File: src/hdl/transparent_run_length_tile_encoder_macros.svh
// Assertion macros for the transparent run-length tile encoder.
// Included by the top level; depends on nothing else.
`ifndef TRANSPARENT_RUN_LENGTH_TILE_ENCODER_MACROS_SVH
`define TRANSPARENT_RUN_LENGTH_TILE_ENCODER_MACROS_SVH

// Check that a condition implies another in the same cycle.
`define TRLTE_ASSERT_NOW(label, clk, rst_n, cond, prop, msg) \
    label: assert property (@(posedge clk) disable iff (!rst_n) (cond) |-> (prop)) \
        else $error(msg);

// Check that a condition implies another in the following cycle.
`define TRLTE_ASSERT_NEXT(label, clk, rst_n, cond, prop, msg) \
    label: assert property (@(posedge clk) disable iff (!rst_n) (cond) |=> (prop)) \
        else $error(msg);

`endif

File: src/hdl/trlte_pkg.sv
// Shared types and constants for the transparent run-length tile encoder.
// No dependencies.
package trlte_pkg;

    localparam int ROW_WIDTH_DEF = 32;
    localparam int ROW_IDX_W     = 5;
    localparam int RECT_ROWS     = 32;
    localparam int DIAMOND_ROWS  = 15;
    localparam int DIAMOND_MID   = 7;
    localparam int BYTE_W        = 8;
    localparam int SEL_W         = 2;

    // Register byte addresses
    localparam logic [1:0] REG_DIAMOND_MODE = 2'd0;

    // Output byte source codes
    localparam logic [SEL_W-1:0] SEL_TCNT = 2'd0;
    localparam logic [SEL_W-1:0] SEL_SCNT = 2'd1;
    localparam logic [SEL_W-1:0] SEL_PIX  = 2'd2;
    localparam logic [SEL_W-1:0] SEL_ZERO = 2'd3;

    // Controller to datapath commands
    typedef struct packed {
        logic             accept;
        logic             load;
        logic [SEL_W-1:0] sel;
        logic             burst_last;
        logic             tile_end_en;
        logic             idx_inc;
    } ctrl_cmd_t;

    // Datapath to controller status
    typedef struct packed {
        logic run_now;
        logic eor_now;
        logic eor_reg;
        logic idx_last;
        logic slot_free;
    } dp_status_t;

endpackage

File: src/hdl/trlte_ctrl.sv
// Sequencing state machine of the tile encoder: accepts pixels and steps
// through the bytes of each run and row end. Depends on trlte_pkg.
module trlte_ctrl
    import trlte_pkg::*;
(
    input  logic       clk,
    input  logic       rst_n,
    input  logic       in_valid,
    output logic       in_ready,
    input  dp_status_t status,
    output ctrl_cmd_t  cmd
);

    localparam logic [2:0] ST_IDLE = 3'd0;
    localparam logic [2:0] ST_TCNT = 3'd1;
    localparam logic [2:0] ST_SCNT = 3'd2;
    localparam logic [2:0] ST_PIX  = 3'd3;
    localparam logic [2:0] ST_EOR0 = 3'd4;
    localparam logic [2:0] ST_EOR1 = 3'd5;

    logic [2:0] state_reg;
    logic [2:0] state_next;

    assign in_ready = (state_reg == ST_IDLE);

    // Decode next state and commands
    always_comb
    begin
        state_next = state_reg;
        cmd        = '0;
        cmd.sel    = SEL_ZERO;
        unique case (state_reg)
            ST_IDLE:
            begin
                if (in_valid)
                begin
                    cmd.accept = 1'b1;
                    if (status.run_now)
                        state_next = ST_TCNT;
                    else if (status.eor_now)
                        state_next = ST_EOR0;
                end
            end
            ST_TCNT:
            begin
                cmd.sel = SEL_TCNT;
                if (status.slot_free)
                begin
                    cmd.load   = 1'b1;
                    state_next = ST_SCNT;
                end
            end
            ST_SCNT:
            begin
                cmd.sel = SEL_SCNT;
                if (status.slot_free)
                begin
                    cmd.load   = 1'b1;
                    state_next = ST_PIX;
                end
            end
            ST_PIX:
            begin
                cmd.sel        = SEL_PIX;
                cmd.burst_last = status.idx_last && !status.eor_reg;
                if (status.slot_free)
                begin
                    cmd.load    = 1'b1;
                    cmd.idx_inc = !status.idx_last;
                    if (status.idx_last)
                        state_next = status.eor_reg ? ST_EOR0 : ST_IDLE;
                end
            end
            ST_EOR0:
            begin
                if (status.slot_free)
                begin
                    cmd.load   = 1'b1;
                    state_next = ST_EOR1;
                end
            end
            ST_EOR1:
            begin
                cmd.burst_last  = 1'b1;
                cmd.tile_end_en = 1'b1;
                if (status.slot_free)
                begin
                    cmd.load   = 1'b1;
                    state_next = ST_IDLE;
                end
            end
            default:
            begin
                state_next = ST_IDLE;
            end
        endcase
    end

    // Advance state
    always_ff @(posedge clk or negedge rst_n)
    begin
        if (!rst_n)
            state_reg <= ST_IDLE;
        else
            state_reg <= state_next;
    end

endmodule

File: config.mk
export PLATFORM = sky130hd
export DESIGN_NAME = trlte_ctrl
export DESIGN_NICKNAME = d
export VERILOG_FILES = /design/src/hdl/transparent_run_length_tile_encoder_macros.svh /design/src/hdl/trlte_pkg.sv /design/src/hdl/trlte_ctrl.sv
export SDC_FILE = /design/constraint.sdc
export NUM_CORES = 1
export LEC_CHECK = 0
export ABC_AREA = 1
export BUFFER_PORTS_ARGS = -buffer_cell sky130_fd_sc_hd__buf_2
export CORE_AREA = 2 2 39 41
export CTS_BUF_LIST = sky130_fd_sc_hd__clkbuf_8 sky130_fd_sc_hd__clkbuf_16
export CTS_CLUSTER_SIZE = 40
export DETAILED_ROUTE_END_ITERATION = 7
export DIE_AREA = 0 0 41 43
export PLACE_DENSITY = 0.48
export SYNTH_ARGS = -nofsm -noshare
export SYNTH_HDL_FRONTEND = slang
export SYNTH_SLANG_ARGS = --single-unit
File: constraint.sdc
create_clock -name clk -period 1.5 [get_ports clk]
set_input_delay 0.3 -clock clk [delete_from_list [all_inputs] [get_ports clk]]
set_output_delay 0.3 -clock clk [all_outputs]
set_load 0.03 [all_outputs]
==> out/summary.log <==
[final_layout] Total Nets Final 89
[die] row cnt 14
[clock_network] CTS buffer count 3
[clock_network] maximum root-to-sink buffer count 2
[clock_network] clock sink total 3
[placed_design] total of buffers placed on input and output ports 15
[status] status complete, no violations
[placed_design] worst setup slack before clock tree synthesis 0.1249 ns
[synth] Mapped Area 349.1 um^2
[timing] period utilisation layout 99.52%
[timing] Max Freq 669.9 MHz
[clock_network] clock tree from TritonCTS built
[clock_network] CTS HTree Levels 1
[timing] Final TNS setup 0 ns
[die] vertical die dimension 43 um
[detailed_routing] ratio of routed vias to standard cells 4.292
[synth] number of warning messages in the yosys log 0
[die] Die X-Extent 41 um
[global_routing] maximum number of pins on one net before global-route repair 9
[die] initial core utilization 25.23%
[worst_setup_path] data arrival time at the worst-slack endpoint 1.19 ns
[power] leakage power figure 0.3225 nW
[detailed_routing] final routed wire length divided by cell count 8.771 um
[worst_setup_path] delay of the slowest cell on the worst path 0.46 ns
[min_path] path class of the lowest-slack min-delay path in2async
[synth] sequential element share of the synthesized area 21.51%
[timing] smallest setup slack after layout 0.007167 ns
[power] worst IR drop on VDD 0.7957 mV
[clock_network] insertion delay to the later sink of the worst-skew pair 0.21 ns
[final_layout] share of layout cells above drive strength 1 50.00%
[worst_setup_path] chain of cells forming the critical path nor2_4, nand2_4, nand2_1, nor2_1, buf_4
[die] IO Pins 16
[worst_setup_path] crit path buf inv count 1
[worst_setup_path] required time of the critical path 1.20 ns
[synth] count of unique library cells instantiated by Yosys 16
[timing] clock period minus worst slack 1.493 ns
[worst_setup_path] launching element of the worst setup path state_reg[0]
[timing] number of hold violations in the final report 0
[timing] Tightest Pin Transition 0.1914 ns
[detailed_routing] DRC marker count from the first detailed-route iteration 6
[global_routing] number of antenna violations at the first check in global routing 0
[timing] remaining max-slew budget at the tightest pin 87.24%
[worst_setup_path] Worst Reg2Reg Path Length in Cells 7
[global_routing] Overflow after GRT 0
[die] Total Die Area 1763 um^2
[detailed_routing] total detailed-routing wirelength 842 um
[worst_setup_path] critical path launch point type flip-flop
[timing] Final setup viols 0
[worst_setup_path] CP Depth 5
[worst_setup_path] capture instance of the worst register-to-register path state_reg[2]
[global_routing] wire length of the first global-routing pass 1380 um
[placed_design] post-detail-place hpwl 625.9 um
[synth] Gate Count Post-Synth 55
[die] area of the core 1384 um^2
[placed_design] final weighted congestion in routability-driven placement 0.7293
[synth] Synth Area per Inst 6.347 um^2
[timing] number of max-slew violations in the final report 0
[clock_network] clock-pin slew on the worst setup and hold paths 0.03 ns
[worst_setup_path] CP max FO 8
[power] P per Cell Area 2411 nW/um^2
[worst_setup_path] critical path endpoint category output port
[global_routing] all-layer global routing usage 11.26%
[global_routing] vias in the first global route 355
[synth] net count of the mapped netlist 63
[detailed_routing] number of optimization iterations in the first detailed-route pass 4
[worst_setup_path] startpoint of the worst-slack reg-to-reg timing path state_reg[0]
[timing] setup skew after layout 0.0008648 ns
[worst_setup_path] flop-to-flop setup slack 0.24 ns
[worst_setup_path] category of the critical setup timing path reg2out
[worst_setup_path] CP Capture Point cmd[5]
[flow_run] Max Cap Viol 0
[timing] unrepaired setup endpoints after global routing yes
[worst_setup_path] Worst path slowest cell sky130_fd_sc_hd__dfrtp_2
[final_layout] fraction of the core area covered by cells at the end of the flow 40.60%
[clock_network] Root Buffer sky130_fd_sc_hd__clkbuf_8
[final_layout] Largest register FFs 3
[final_layout] area grow syn2layout 60.93%
[synth] register bit count reported by yosys 3
[worst_setup_path] family with the most delay on the worst path flip-flops
[final_layout] final instance area 561.8 um^2
[detailed_routing] via count 412
[detailed_routing] number of nets still failing antenna checks after routing 0
[final_layout] number of antenna repair diodes 0
[placed_design] total cell area at the placement stage 441.7 um^2
[detailed_routing] number of design rule violations left after detail routing 0
-- routing by layer --
layer	up-vias	track usage (%)	routed length, um
met2	7	15.63	431
met3	0	3.141	29
met1	181	16.13	381
met5	-	0	0
met4	0	4.000	0
li1	224	-	-
-- cells in the mapped netlist, drive strengths merged --
master	number	area, um^2
o31ai	1	7.510
a21oi	1	5.000
buf	2	22.52
nor2	12	57.55
o21ai	3	15.01
nand3	6	52.55
inv	10	37.54
dfrtp	3	75.07
nand4	2	12.51
nand2	15	63.81
-- cell type report --
| type | instances | area (um^2) |
|---|---|---|
| Timing Repair Buffer | 23 | 157.7 |
| Sequential cell | 3 | 77.57 |
| Fill cell | 155 | 822.0 |
| Multi-Input combinational cell | 40 | 224.0 |
| Tap cell | 16 | 20.02 |
| Clock buffer | 3 | 41.29 |
| Clock inverter | 1 | 3.754 |
| Inverter | 10 | 37.54 |
-- worst min-delay path by stage --
| stage | start | endpoint | slack [ns] | cells past startpoint |
|---|---|---|---|---|
| after detailed placement | rst_n | state_reg[2] | 0.1 | 1 |
| after global placement | rst_n | state_reg[2] | 0.1 | 1 |
| after floorplan | rst_n | state_reg[0] | 0.004 | 0 |
| after global routing | rst_n | state_reg[2] | 0.43 | 2 |
| after CTS | rst_n | state_reg[2] | 0.41 | 2 |
| final | rst_n | state_reg[2] | 0.41 | 2 |
-- power by group --
part / internal [mW] / leakage (nW) / switching [mW]
registers: 0.126 / 0.0353 / 0.0787
logic: 0.393 / 0.260 / 0.536
clock network: 0.174 / 0.0269 / 0.0478
-- stage by stage --
step | total power, mW | std cells | hold slack (ns)
after floorplan | 0.8006 | 55 | 0.004409
after global placement | 0.9497 | 86 | 0.09873
after detailed placement | 0.9399 | 86 | 0.09599
after CTS | 1.271 | 94 | 0.4097
after global routing | 1.478 | 96 | 0.4265
final | 1.354 | 96 | 0.4133
-- cells by family after synthesis --
group	count (synthesis)	synth area share (%)
AND/OR/NAND/NOR	35	53.40
buffers and inverters	12	17.20
flip-flops	3	21.50
AO/OA/AOI/OAI	5	7.883
-- worst reg2reg max path: stages, from the launching register on --
cell and delay [ns]:
sky130_fd_sc_hd__dfrtp_2 0.46, sky130_fd_sc_hd__nor2_4 0.18, sky130_fd_sc_hd__nand2_4 0.08, sky130_fd_sc_hd__buf_4 0.13, sky130_fd_sc_hd__nor2_1 0.12, sky130_fd_sc_hd__nor2_2 0.05, sky130_fd_sc_hd__nand3_1 0.07, sky130_fd_sc_hd__nand2_1 0.06
-- what timing repair did --
item | 4_1_cts | 5_1_grt
setup endpoints to repair | 5 | 5
cloned | 0 | 0
resized for setup | 7 | 5
pin swaps | 2 | 3
hold buffers | 1 | 0
endpoints found under the hold margin | 3 | 0
setup buffers | 3 | 2
-- cell usage in the layout (no fill, tap or decap) --
cell type,netlist,routed
sky130_fd_sc_hd__dlygate4sd3_1,0,1
sky130_fd_sc_hd__buf_6,2,2
sky130_fd_sc_hd__a21oi_1,1,1
sky130_fd_sc_hd__nor2_4,1,1
sky130_fd_sc_hd__nand3_2,2,2
sky130_fd_sc_hd__buf_2,0,10
sky130_fd_sc_hd__nand2_4,1,1
sky130_fd_sc_hd__o21ai_0,3,3
sky130_fd_sc_hd__inv_1,7,8
sky130_fd_sc_hd__buf_4,0,10
sky130_fd_sc_hd__o31ai_2,0,1
sky130_fd_sc_hd__dfrtp_1,3,1
sky130_fd_sc_hd__nand3_4,1,1
sky130_fd_sc_hd__nor2_2,2,4
sky130_fd_sc_hd__dfrtp_2,0,2
sky130_fd_sc_hd__nor2_1,9,7
sky130_fd_sc_hd__clkbuf_8,0,3
sky130_fd_sc_hd__nand4_1,2,2
sky130_fd_sc_hd__nand3_1,3,3
sky130_fd_sc_hd__inv_2,3,3
sky130_fd_sc_hd__nand2_1,14,14
No activity file was read; power rests on OpenSTA's default activity.
