--- src/hdl/transparent_run_length_tile_encoder_macros.svh ---
// Assertion macros for the transparent run-length tile encoder.
// Included by the top level; depends on nothing else.
`ifndef TRANSPARENT_RUN_LENGTH_TILE_ENCODER_MACROS_SVH
`define TRANSPARENT_RUN_LENGTH_TILE_ENCODER_MACROS_SVH

// Check that a condition implies another in the same cycle.
`define TRLTE_ASSERT_NOW(label, clk, rst_n, cond, prop, msg) \
    label: assert property (@(posedge clk) disable iff (!rst_n) (cond) |-> (prop)) \
        else $error(msg);

// Check that a condition implies another in the following cycle.
`define TRLTE_ASSERT_NEXT(label, clk, rst_n, cond, prop, msg) \
    label: assert property (@(posedge clk) disable iff (!rst_n) (cond) |=> (prop)) \
        else $error(msg);

`endif

--- src/hdl/trlte_pkg.sv ---
// Shared types and constants for the transparent run-length tile encoder.
// No dependencies.
package trlte_pkg;

    localparam int ROW_WIDTH_DEF = 32;
    localparam int ROW_IDX_W     = 5;
    localparam int RECT_ROWS     = 32;
    localparam int DIAMOND_ROWS  = 15;
    localparam int DIAMOND_MID   = 7;
    localparam int BYTE_W        = 8;
    localparam int SEL_W         = 2;

    // Register byte addresses
    localparam logic [1:0] REG_DIAMOND_MODE = 2'd0;

    // Output byte source codes
    localparam logic [SEL_W-1:0] SEL_TCNT = 2'd0;
    localparam logic [SEL_W-1:0] SEL_SCNT = 2'd1;
    localparam logic [SEL_W-1:0] SEL_PIX  = 2'd2;
    localparam logic [SEL_W-1:0] SEL_ZERO = 2'd3;

    // Controller to datapath commands
    typedef struct packed {
        logic             accept;
        logic             load;
        logic [SEL_W-1:0] sel;
        logic             burst_last;
        logic             tile_end_en;
        logic             idx_inc;
    } ctrl_cmd_t;

    // Datapath to controller status
    typedef struct packed {
        logic run_now;
        logic eor_now;
        logic eor_reg;
        logic idx_last;
        logic slot_free;
    } dp_status_t;

endpackage

--- src/hdl/trlte_dpath.sv ---
// Datapath of the tile encoder: position and run counters, solid pixel
// row buffer, mode register and output register. Depends on trlte_pkg.
module trlte_dpath
    import trlte_pkg::*;
#(
    parameter int ROW_WIDTH = ROW_WIDTH_DEF
)
(
    input  logic              clk,
    input  logic              rst_n,
    input  logic              cfg_we,
    input  logic              cfg_wdata,
    output logic              mode,
    input  logic [BYTE_W-1:0] pixel,
    input  ctrl_cmd_t         cmd,
    output dp_status_t        status,
    input  logic              out_ready,
    output logic              out_valid,
    output logic [BYTE_W-1:0] out_byte,
    output logic              burst_last,
    output logic              tile_end
);

    localparam int COL_W = $clog2(ROW_WIDTH);
    localparam int CNT_W = $clog2(ROW_WIDTH + 1);
    localparam int CMP_W = ((COL_W > ROW_IDX_W + 1) ? COL_W : ROW_IDX_W + 1) + 1;

    logic                 mode_reg;
    logic [COL_W-1:0]     col_reg;
    logic [ROW_IDX_W-1:0] row_reg;
    logic [CNT_W-1:0]     tc_reg;
    logic [CNT_W-1:0]     sc_reg;
    logic [CNT_W-1:0]     run_t_reg;
    logic [CNT_W-1:0]     run_s_reg;
    logic                 eor_reg;
    logic                 last_row_reg;
    logic [COL_W-1:0]     idx_reg;
    logic [COL_W-1:0]     idx_next;
    logic [BYTE_W-1:0]    rd_reg;
    logic [BYTE_W-1:0]    buf_mem [ROW_WIDTH];

    logic                 out_valid_reg;
    logic [BYTE_W-1:0]    out_byte_reg;
    logic                 burst_last_reg;
    logic                 tile_end_reg;

    logic [ROW_IDX_W-1:0] row_dist;
    logic [CMP_W-1:0]     lo;
    logic [CMP_W-1:0]     col_ext;
    logic                 in_diamond;
    logic [BYTE_W-1:0]    pix_eff;
    logic                 solid;
    logic [CNT_W-1:0]     sc_new;
    logic                 eor_now;
    logic                 run_now;
    logic                 last_row;
    logic [ROW_IDX_W:0]   row_inc;
    logic                 slot_free;
    logic [BYTE_W-1:0]    byte_mux;

    // Diamond mask: inside when 2*|mid-y| <= x < width-2*|mid-y|
    always_comb
    begin
        if (row_reg >= ROW_IDX_W'(DIAMOND_MID))
            row_dist = row_reg - ROW_IDX_W'(DIAMOND_MID);
        else
            row_dist = ROW_IDX_W'(DIAMOND_MID) - row_reg;
        lo         = CMP_W'({row_dist, 1'b0});
        col_ext    = CMP_W'(col_reg);
        in_diamond = (col_ext >= lo) && ((col_ext + lo) < CMP_W'(ROW_WIDTH));
    end

    // Classify the incoming pixel and plan its output
    always_comb
    begin
        pix_eff  = (mode_reg && !in_diamond) ? '0 : pixel;
        solid    = (pix_eff != '0);
        sc_new   = solid ? sc_reg + CNT_W'(1) : sc_reg;
        eor_now  = (col_reg == COL_W'(ROW_WIDTH - 1));
        run_now  = (!solid && sc_reg != '0) || (eor_now && sc_new != '0);
        row_inc  = {1'b0, row_reg} + (ROW_IDX_W + 1)'(1);
        last_row = mode_reg ? (row_inc >= (ROW_IDX_W + 1)'(DIAMOND_ROWS))
                            : (row_inc >= (ROW_IDX_W + 1)'(RECT_ROWS));
    end

    // Hold mode register
    always_ff @(posedge clk or negedge rst_n)
    begin
        if (!rst_n)
            mode_reg <= 1'b0;
        else if (cfg_we)
            mode_reg <= cfg_wdata;
    end

    // Advance position and run counters on each accepted pixel
    always_ff @(posedge clk or negedge rst_n)
    begin
        if (!rst_n)
        begin
            col_reg <= '0;
            row_reg <= '0;
            tc_reg  <= '0;
            sc_reg  <= '0;
        end
        else if (cmd.accept)
        begin
            if (eor_now)
            begin
                col_reg <= '0;
                tc_reg  <= '0;
                sc_reg  <= '0;
                row_reg <= last_row ? '0 : row_inc[ROW_IDX_W-1:0];
            end
            else
            begin
                col_reg <= col_reg + COL_W'(1);
                if (!solid)
                begin
                    tc_reg <= (sc_reg != '0) ? CNT_W'(1) : tc_reg + CNT_W'(1);
                    sc_reg <= '0;
                end
                else
                begin
                    sc_reg <= sc_new;
                end
            end
        end
    end

    // Latch the run and row-end plan of the accepted pixel
    always_ff @(posedge clk)
    begin
        if (cmd.accept)
        begin
            run_t_reg    <= tc_reg;
            run_s_reg    <= sc_new;
            eor_reg      <= eor_now;
            last_row_reg <= last_row;
        end
    end

    // Step through the buffered pixels of a run
    always_comb
    begin
        if (cmd.accept)
            idx_next = '0;
        else if (cmd.idx_inc)
            idx_next = idx_reg + COL_W'(1);
        else
            idx_next = idx_reg;
    end

    always_ff @(posedge clk or negedge rst_n)
    begin
        if (!rst_n)
            idx_reg <= '0;
        else
            idx_reg <= idx_next;
    end

    // Row buffer: write solid pixels, read ahead at the next index
    always_ff @(posedge clk)
    begin
        if (cmd.accept && solid)
            buf_mem[sc_reg[COL_W-1:0]] <= pix_eff;
        rd_reg <= buf_mem[idx_next];
    end

    // Select the byte to emit
    always_comb
    begin
        case (cmd.sel)
            SEL_TCNT: byte_mux = BYTE_W'(run_t_reg);
            SEL_SCNT: byte_mux = BYTE_W'(run_s_reg);
            SEL_PIX:  byte_mux = rd_reg;
            default:  byte_mux = '0;
        endcase
    end

    assign slot_free = !out_valid_reg || out_ready;

    // Hold output transaction until taken
    always_ff @(posedge clk or negedge rst_n)
    begin
        if (!rst_n)
            out_valid_reg <= 1'b0;
        else if (cmd.load)
            out_valid_reg <= 1'b1;
        else if (out_ready)
            out_valid_reg <= 1'b0;
    end

    always_ff @(posedge clk)
    begin
        if (cmd.load)
        begin
            out_byte_reg   <= byte_mux;
            burst_last_reg <= cmd.burst_last;
            tile_end_reg   <= cmd.tile_end_en && last_row_reg;
        end
    end

    assign status.run_now   = run_now;
    assign status.eor_now   = eor_now;
    assign status.eor_reg   = eor_reg;
    assign status.idx_last  = ((CNT_W'(idx_reg) + CNT_W'(1)) == run_s_reg);
    assign status.slot_free = slot_free;

    assign mode       = mode_reg;
    assign out_valid  = out_valid_reg;
    assign out_byte   = out_byte_reg;
    assign burst_last = burst_last_reg;
    assign tile_end   = tile_end_reg;

endmodule

--- config.mk ---
export PLATFORM = sky130hd
export DESIGN_NAME = trlte_dpath
export DESIGN_NICKNAME = d
export VERILOG_FILES = /design/src/hdl/transparent_run_length_tile_encoder_macros.svh /design/src/hdl/trlte_pkg.sv /design/src/hdl/trlte_dpath.sv
export SDC_FILE = /design/constraint.sdc
export NUM_CORES = 1
export LEC_CHECK = 0
export ABC_AREA = 1
export ABC_CLOCK_PERIOD_IN_PS = 3700
export BUFFER_PORTS_ARGS = -buffer_cell sky130_fd_sc_hd__buf_4
export CAP_MARGIN = 20
export CORE_ASPECT_RATIO = 1.2
export CORE_MARGIN = 10
export CORE_UTILIZATION = 27
export CTS_BUF_LIST = sky130_fd_sc_hd__clkbuf_4
export CTS_CLUSTER_SIZE = 24
export DETAILED_ROUTE_END_ITERATION = 6
export MAX_ROUTING_LAYER = met4
export PLACE_DENSITY_LB_ADDON = 0.2
export RECOVER_POWER = 50
export SYNTH_ARGS = -nofsm -noshare
export SYNTH_HDL_FRONTEND = slang
export SYNTH_SLANG_ARGS = --single-unit
export TNS_END_PERCENT = 10
--- constraint.sdc ---
create_clock -name clk -period 3.7 [get_ports clk]
set_input_delay 0.925 -clock clk [delete_from_list [all_inputs] [get_ports clk]]
set_output_delay 0.925 -clock clk [all_outputs]
set_load 0.02 [all_outputs]
==> impl_metrics.csv, run 1 <==
group,metric,value,unit
outcome,outcome,"finished, violations left",
outcome,violations,"max-capacitance violations, max-slew violations, negative setup slack",
synth,synth_edf_count,280,
final_layout,post-route-util,32.6,%
worst_setup_path,arrival,3.49,ns
sta,max_freq,227,MHz
worst_setup_path,path_class,"flip-flop to output port",
pwr,combinationalPowerShare,24.1,%
synth,synth_top_area_share,62.6,%
placement,numPortBuffers,36,
synth,yosysUniqueCellTypes,43,
final_layout,n_fill_cell,5016,
synth,syn_area,13400,sq um
grt,grt_max_degree,91,
final_layout,multiInputGateArea,3740,sq um
floorplan,start_util,27.3,%
route,drt-initial-drc-count,464,
synth,syn_nets,1142,
synth,synth.area.top_cells,"edfxtp_1 63%, nor2_1 5.5%, dfrtp_1 5.4%",
synth,yosysTopAreaCell,"edfxtp_1",
placement,hpwl,22200,um
sta,fin_crit_sh,119,%
floorplan,design.core.area,49200,sq um
route,viasPerCell,4.65,
synth,ys.flop_type,"edfxtp_1",
final_layout,fin_area,16000,sq um
synth,synth.avg_cell_area,12.2,sq um
pwr,ir_worst_vdd,372,uV
final_layout,nets,1280,
synth,syn_inst,1100,
pwr,netSwitchingFraction,32.1,%
pwr,p_int,6.77,mW
sta,rsz0062_at_grt,"true",
floorplan,io_pins,37,
pwr,power_frac_clock,29.7,%
worst_hold_path,min-delay-start,"cmd[2]",
worst_setup_path,critical_path.max_fanout,7,
synth,ys_seq_elements,317,
sta,relSlewSlack,-17.8,%
sta,finalWorstSetupSlack,-0.712,ns
clocking,clk_path_buf_depth,3,
sta,period_minus_slack,4.41,ns
grt,grt_util_all_layers,12.4,%
pwr,p_sw,3.20,mW
route,vias,9008,
route,routed_wl,36200,um
final_layout,drive_gt1_share,22.4,%
route,drc_errors,0,
route,detail-route-antenna-nets,0,
worst_setup_path,worstSetupStartpoint,"row_reg[0]$_DFFE_PN0P_",
placement,place_area,14900,sq um
route,wl_per_cell,18.7,um
worst_hold_path,hold_class,"input port to flip-flop",
final_layout,regArea,9290,sq um
grt,grt_pass1_wl,55200,um
sta,setup_viol,1,
floorplan,die_w,224,um
clocking,path_clk_slew,0.07,ns
final_layout,largest_reg_flops,256,
route,firstDrtPassIters,4,
clocking,ctsHoldBuffers,0,
floorplan,row_count,89,
clocking,cts.htree.levels,3,
placement,routabilityCongestion,0.774,
synth,ys_async_sr_fraction,9.15,%
floorplan,die_area,59100,sq um
grt,grt_antenna_before_repair,1,
final_layout,area_growth,19.5,%
sta,fin_skew,0.0578,ns
clocking,numCtsBuffers,79,
clocking,clockRootBuffer,"clkbuf_4",
placement,dp_slack,0.0215,ns
clocking,cts_tree,"yes",
synth,yosysSeqAreaShare,69.2,%
worst_setup_path,required,2.77,ns
pwr,power,9.97,mW
worst_setup_path,endpoint_kind,"output port",
clocking,clkSinkCount,317,
pwr,p_leak,5.81,nW
grt,grt_pass1_vias,9150,
final_layout,final_cell_mix,"280 x edfxtp_1, 190 x nor2_1, 139 x o21ai_0, 114 x clkbuf_4, 99 x buf_4",
final_layout,layout_commonest_cell,"edfxtp_1",
pwr,power.density,621,nW/um^2
sta,finalHoldViolCount,0,
sta,slew_viol_final,70,
worst_setup_path,startpoint_type,"flip-flop",
pwr,pwr-share-seq,46.2,%
sta,tightest_slew,1.77,ns
floorplan,dieHeight,264,um
clocking,clk_latency,0.78,ns
job,max-cap-violations,2,
worst_setup_path,rr_startpoint,"row_reg[0]$_DFFE_PN0P_",
grt,grt_remaining_overflow,0,
synth,yosysWarningCount,0,
-- what timing repair did --
| item | in CTS | in global routing |
|---|---|---|
| buffers inserted | 1 | 3 |
| pin swaps | 3 | 11 |
| gates resized for setup | 3 | 17 |
| endpoints found under the setup margin | 1 | 15 |
-- per-stage QoR --
stage | std cells | hold WS, ns | setup TNS, ns
after floorplan | 1100 | 0.466 | 0
after global placement | 1790 | 0.482 | 0
after detailed placement | 1790 | 0.497 | 0
after CTS | 1934 | 0.0246 | -0.820
after global routing | 1938 | 0.273 | -1.01
final | 1938 | 0.358 | -0.712
-- critical path, stage by stage (launching register included) --
cell and delay [ns]:
dfrtp_1 0.42, ha_4 0.19, nand2_4 0.08, clkinv_4 0.06, nand3_4 0.09, nand2_8 0.08
o21ai_4 0.17, ha_1 0.26, a21oi_1 0.15, o21ai_1 0.07, nor2_1 0.13, nand2_2 0.08
nand2_4 0.09, o41ai_4 0.09, nand2_4 0.11, buf_12 0.11, nand2_1 0.05, nand2_1 0.07
nand2_1 0.05, nor2_1 0.08, nand2_1 0.07, nand2_2 0.06, nand2_2 0.06, buf_6 0.13
-- synthesized netlist by cell type, drive strengths merged (8+ instances only) --
| master | number |
|---|---|
| edfxtp | 280 |
| nor2 | 200 |
| o21ai | 149 |
| nand2 | 98 |
| inv | 71 |
| o22ai | 38 |
| o211ai | 37 |
| buf | 33 |
| o221ai | 32 |
| dfrtp | 29 |
| clkbuf | 27 |
| nand3 | 25 |
| ha | 22 |
| xor2 | 13 |
| a31oi | 8 |
| dfxtp | 8 |
-- cell families (layout without fill, tap and decap cells) --
group | Yosys count | count (layout) | synth area share (%)
muxes | 1 | 1 | 0.0839
adders and majority gates | 22 | 22 | 2.05
xor gates and xnor gates | 14 | 14 | 0.914
other | 0 | 1 | 0
buffers and inverters | 133 | 333 | 4.32
DFF | 317 | 317 | 69.2
and+or+nand+nor | 336 | 336 | 10.5
AOI/OAI and AO/OA | 277 | 277 | 12.9
-- power groups by stage --
| stage | logic [mW] | registers, mW | clock network [mW] |
|---|---|---|---|
| 3_5_place_dp | 2.32 | 4.68 | 0 |
| 5_1_grt | 2.70 | 4.64 | 3.27 |
| 4_1_cts | 2.35 | 4.60 | 3.09 |
| 6_report | 2.40 | 4.61 | 2.96 |
| 3_3_place_gp | 2.31 | 4.67 | 0 |
| 2_1_floorplan | 1.38 | 4.66 | 0 |
-- metal layers --
layer / wire [um] / vias up / GRT usage, %
li1: - / 4319 / -
met1: 15700 / 4449 / 14.4
met2: 18300 / 180 / 20.6
met3: 1390 / 60 / 2.65
met4: 835 / 0 / 4.77
met5: 0 / - / -
-- area by class of cell --
class / instances / area share, %
clock inverters: 30 / 1.05
multi-input cells: 650 / 23.3
inverters: 73 / 1.78
flip-flops and latches: 317 / 57.9
diodes: 1 / 0.0156
repair buffers: 117 / 5.69
clock buffers: 113 / 5.29
well taps: 637 / 4.97
-- final timing paths --
path	to	slack [ns]	depth (start not counted)
max	status[4]	-0.71	23
max in group asynchronous	tc_reg[1]$_DFFE_PN0P_	2.04	1
min in group asynchronous	col_reg[0]$_DFFE_PN0P_	0.63	1
max reg2reg	buf_mem[27][4]$_DFFE_PP_	0.26	21
min reg2reg	out_byte[4]$_DFFE_PP_	0.50	2
min	burst_last$_DFFE_PP_	0.36	1
No activity file was read; power rests on OpenSTA's default activity.
==> run 2, diff against run 1 <==
ABC_AREA = not set   (was 1)
RECOVER_POWER = not set   (was 50)
==> run 2 against run 1 <==
The flow finishes with violations (negative setup slack). Die area grew 0.29%. Cell count shrank 12%. Wire length shrank 13%. First-iteration DRC count shrank 25%. Register-to-register slack gained 0.07 ns. Clock skew shrank 0.022 ns. Synthesized cell count shrank 23%. Fmax shrank 14%. Critical path type unchanged.
==> impl_metrics.csv, run 2 <==
group,metric,value,unit
synth,synth_top_area_share,62.4,%
synth,syn_area,13500,sq um
synth,ys_seq_elements,317,
pwr,ir_worst_vdd,247,uV
synth,synth.avg_cell_area,16.0,sq um
final_layout,layout_commonest_cell,"edfxtp_1",
worst_setup_path,path_class,"flip-flop to output port",
sta,rsz0062_at_grt,"true",
clocking,clkSinkCount,317,
pwr,power,9.39,mW
sta,finalHoldViolCount,0,
synth,yosysUniqueCellTypes,49,
worst_hold_path,hold_class,"input port to async pin",
placement,routabilityCongestion,0.739,
synth,synth_edf_count,280,
route,routed_wl,31400,um
final_layout,largest_reg_flops,256,
clocking,cts.htree.levels,3,
route,viasPerCell,4.48,
sta,finalSetupTns,-1.42,ns
synth,syn_inst,842,
route,detail-route-antenna-nets,0,
grt,grt_pass1_wl,48300,um
sta,fin_crit_sh,138,%
synth,yosysTopAreaCell,"edfxtp_1",
floorplan,die_w,224,um
floorplan,design.core.area,49200,sq um
route,drt-initial-drc-count,346,
synth,yosysWarningCount,0,
clocking,numCtsBuffers,81,
grt,grt_util_all_layers,10.9,%
final_layout,fin_area,16100,sq um
outcome,violations,"negative setup slack",
synth,syn_nets,884,
final_layout,final_cell_mix,"280 x edfxtp_1, 128 x buf_4, 119 x clkbuf_4, 113 x mux2i_1, 64 x nor2_1",
sta,setup_viol,1,
grt,grt_pass1_vias,8163,
synth,yosysSeqAreaShare,69.0,%
pwr,power.density,582,nW/um^2
floorplan,dieHeight,265,um
final_layout,drive_gt1_share,30.6,%
sta,finalWorstSetupSlack,-1.42,ns
synth,synth.most_common_cell,"edfxtp_1",
worst_setup_path,endpoint_kind,"output port",
placement,place_inst,1570,
placement,hpwl,20300,um
worst_setup_path,critical_path.max_fanout,3,
worst_setup_path,startpoint_type,"flip-flop",
worst_setup_path,arrival,4.19,ns
clocking,ctsHoldBuffers,0,
floorplan,start_util,27.4,%
job,max-cap-violations,0,
worst_setup_path,required,2.77,ns
grt,grt_max_degree,33,
floorplan,io_pins,37,
synth,synth_common_cells,"280 x edfxtp_1, 114 x mux2i_1, 64 x nor2_1",
clocking,cts_tree,"yes",
final_layout,nets,1059,
pwr,p_leak,5.53,nW
floorplan,die_area,59200,sq um
synth,ys.flop_type,"edfxtp_1",
synth,synth.area.top_cells,"edfxtp_1 62%, mux2i_1 8.5%, mux4_2 6.7%",
route,vias,7637,
sta,period_minus_slack,5.12,ns
synth,ys_async_sr_fraction,9.15,%
clocking,clk_latency,0.74,ns
final_layout,final_cells,1706,
grt,grt_remaining_overflow,0,
worst_setup_path,critPathMaxStageDelay,0.39,ns
route,wl_per_cell,18.4,um
floorplan,row_count,89,
clocking,clockRootBuffer,"clkbuf_4",
sta,slew_viol_final,0,
worst_setup_path,crit_chain,"ha_4 -> nand3b_1 -> o211ai_1 -> mux2i_2 -> inv_1 -> ha_2 -> nand2b_1 -> a21oi_1 -> o311a_1 -> a21oi_4 -> inv_2 -> ha_4 -> inv_2 -> nor4_2 -> a21oi_1 -> mux2_4 -> o31ai_4 -> o211ai_1 -> buf_4",
clocking,path_clk_slew,0.07,ns
worst_setup_path,worst_path_max_delay_cell,"o311a_1",
clocking,clk_path_buf_depth,3,
outcome,outcome,"finished, violations left",
placement,numPortBuffers,36,
sta,fin_skew,0.0358,ns
placement,place_area,15100,sq um
route,drc_errors,0,
sta,tightest_slew,0.460,ns
sta,relSlewSlack,69.0,%
route,firstDrtPassIters,4,
sta,hold_ws,0.136,ns
sta,max_freq,195,MHz
grt,grt_antenna_before_repair,1,
final_layout,area_growth,19.8,%
run 2: worst max-delay path: cells and delay by family (launching register included):
family	cells	cell delay, ns
AOI/OAI and AO/OA	7	1.28
muxes	2	0.60
adders and majority gates	3	0.56
DFF	1	0.38
buffers and inverters	4	0.38
and+or+nand+nor	3	0.30
run 2: kinds of logic after synthesis:
| kind of cell | share of synthesized area (%) |
|---|---|
| muxes | 15.6 |
| and+or+nand+nor | 6.24 |
| AOI/OAI and AO/OA | 3.99 |
| xor gates and xnor gates | 0.836 |
| DFF | 69.0 |
| buffers and inverters | 2.29 |
| adders and majority gates | 2.04 |
run 2: final cells by class:
class	count	area, sq um
fill	4926	33100
sequential	317	9300
multi-input combinational	464	3950
timing repair buffer	131	1020
clock buffer	119	893
tap	637	797
inverter	22	82.6
clock inverter	13	76.3
antenna	3	7.51
run 2: per-stage QoR:
| step | utilization [%] | setup WS [ns] |
|---|---|---|
| final | 32.8 | -1.42 |
| after global routing | 32.8 | -1.74 |
| after CTS | 32.7 | -1.61 |
| after detailed placement | 30.7 | -0.922 |
| after global placement | 30.7 | -0.861 |
| after floorplan | - | -0.820 |
run 2: final timing paths:
check | from | to | slack, ns | cells past startpoint
min | rst_n | col_reg[0]$_DFFE_PN0P_ | 0.14 | 1
max in group asynchronous | rst_n | idx_reg[0]$_DFF_PN0_ | 3.22 | 1
max reg2reg | row_reg[0]$_DFFE_PN0P_ | buf_mem[15][5]$_DFFE_PP_ | 0.33 | 16
min in group clk | cmd[2] | burst_last$_DFFE_PP_ | 0.38 | 1
max | row_reg[0]$_DFFE_PN0P_ | status[4] | -1.42 | 19
min reg2reg | rd_reg[7]$_DFF_P_ | out_byte[7]$_DFFE_PP_ | 0.50 | 1
run 2: timing repair:
action	in CTS	in global routing
pin swaps	11	6
gates resized for setup	9	4
endpoints found under the setup margin	2	2
setup buffers	1	0
run 2: per-layer routing:
| layer | track usage (%) | routed length, um | share of wire [%] | vias up |
|---|---|---|---|---|
| met5 | - | 0 | 0 | - |
| met4 | 4.68 | 660 | 2.1 | 0 |
| met3 | 1.97 | 938 | 3.0 | 52 |
| met2 | 18.7 | 16700 | 53 | 134 |
| met1 | 12.2 | 13200 | 42 | 3841 |
| li1 | - | - | - | 3610 |
run 2: power by group:
| group | leakage (nW) | internal, mW | total, mW | switching, mW |
|---|---|---|---|---|
| sequential | 2.99 | 4.46 | 4.63 | 0.170 |
| clock | 0.585 | 1.52 | 2.88 | 1.36 |
| combinational | 1.95 | 0.705 | 1.87 | 1.16 |
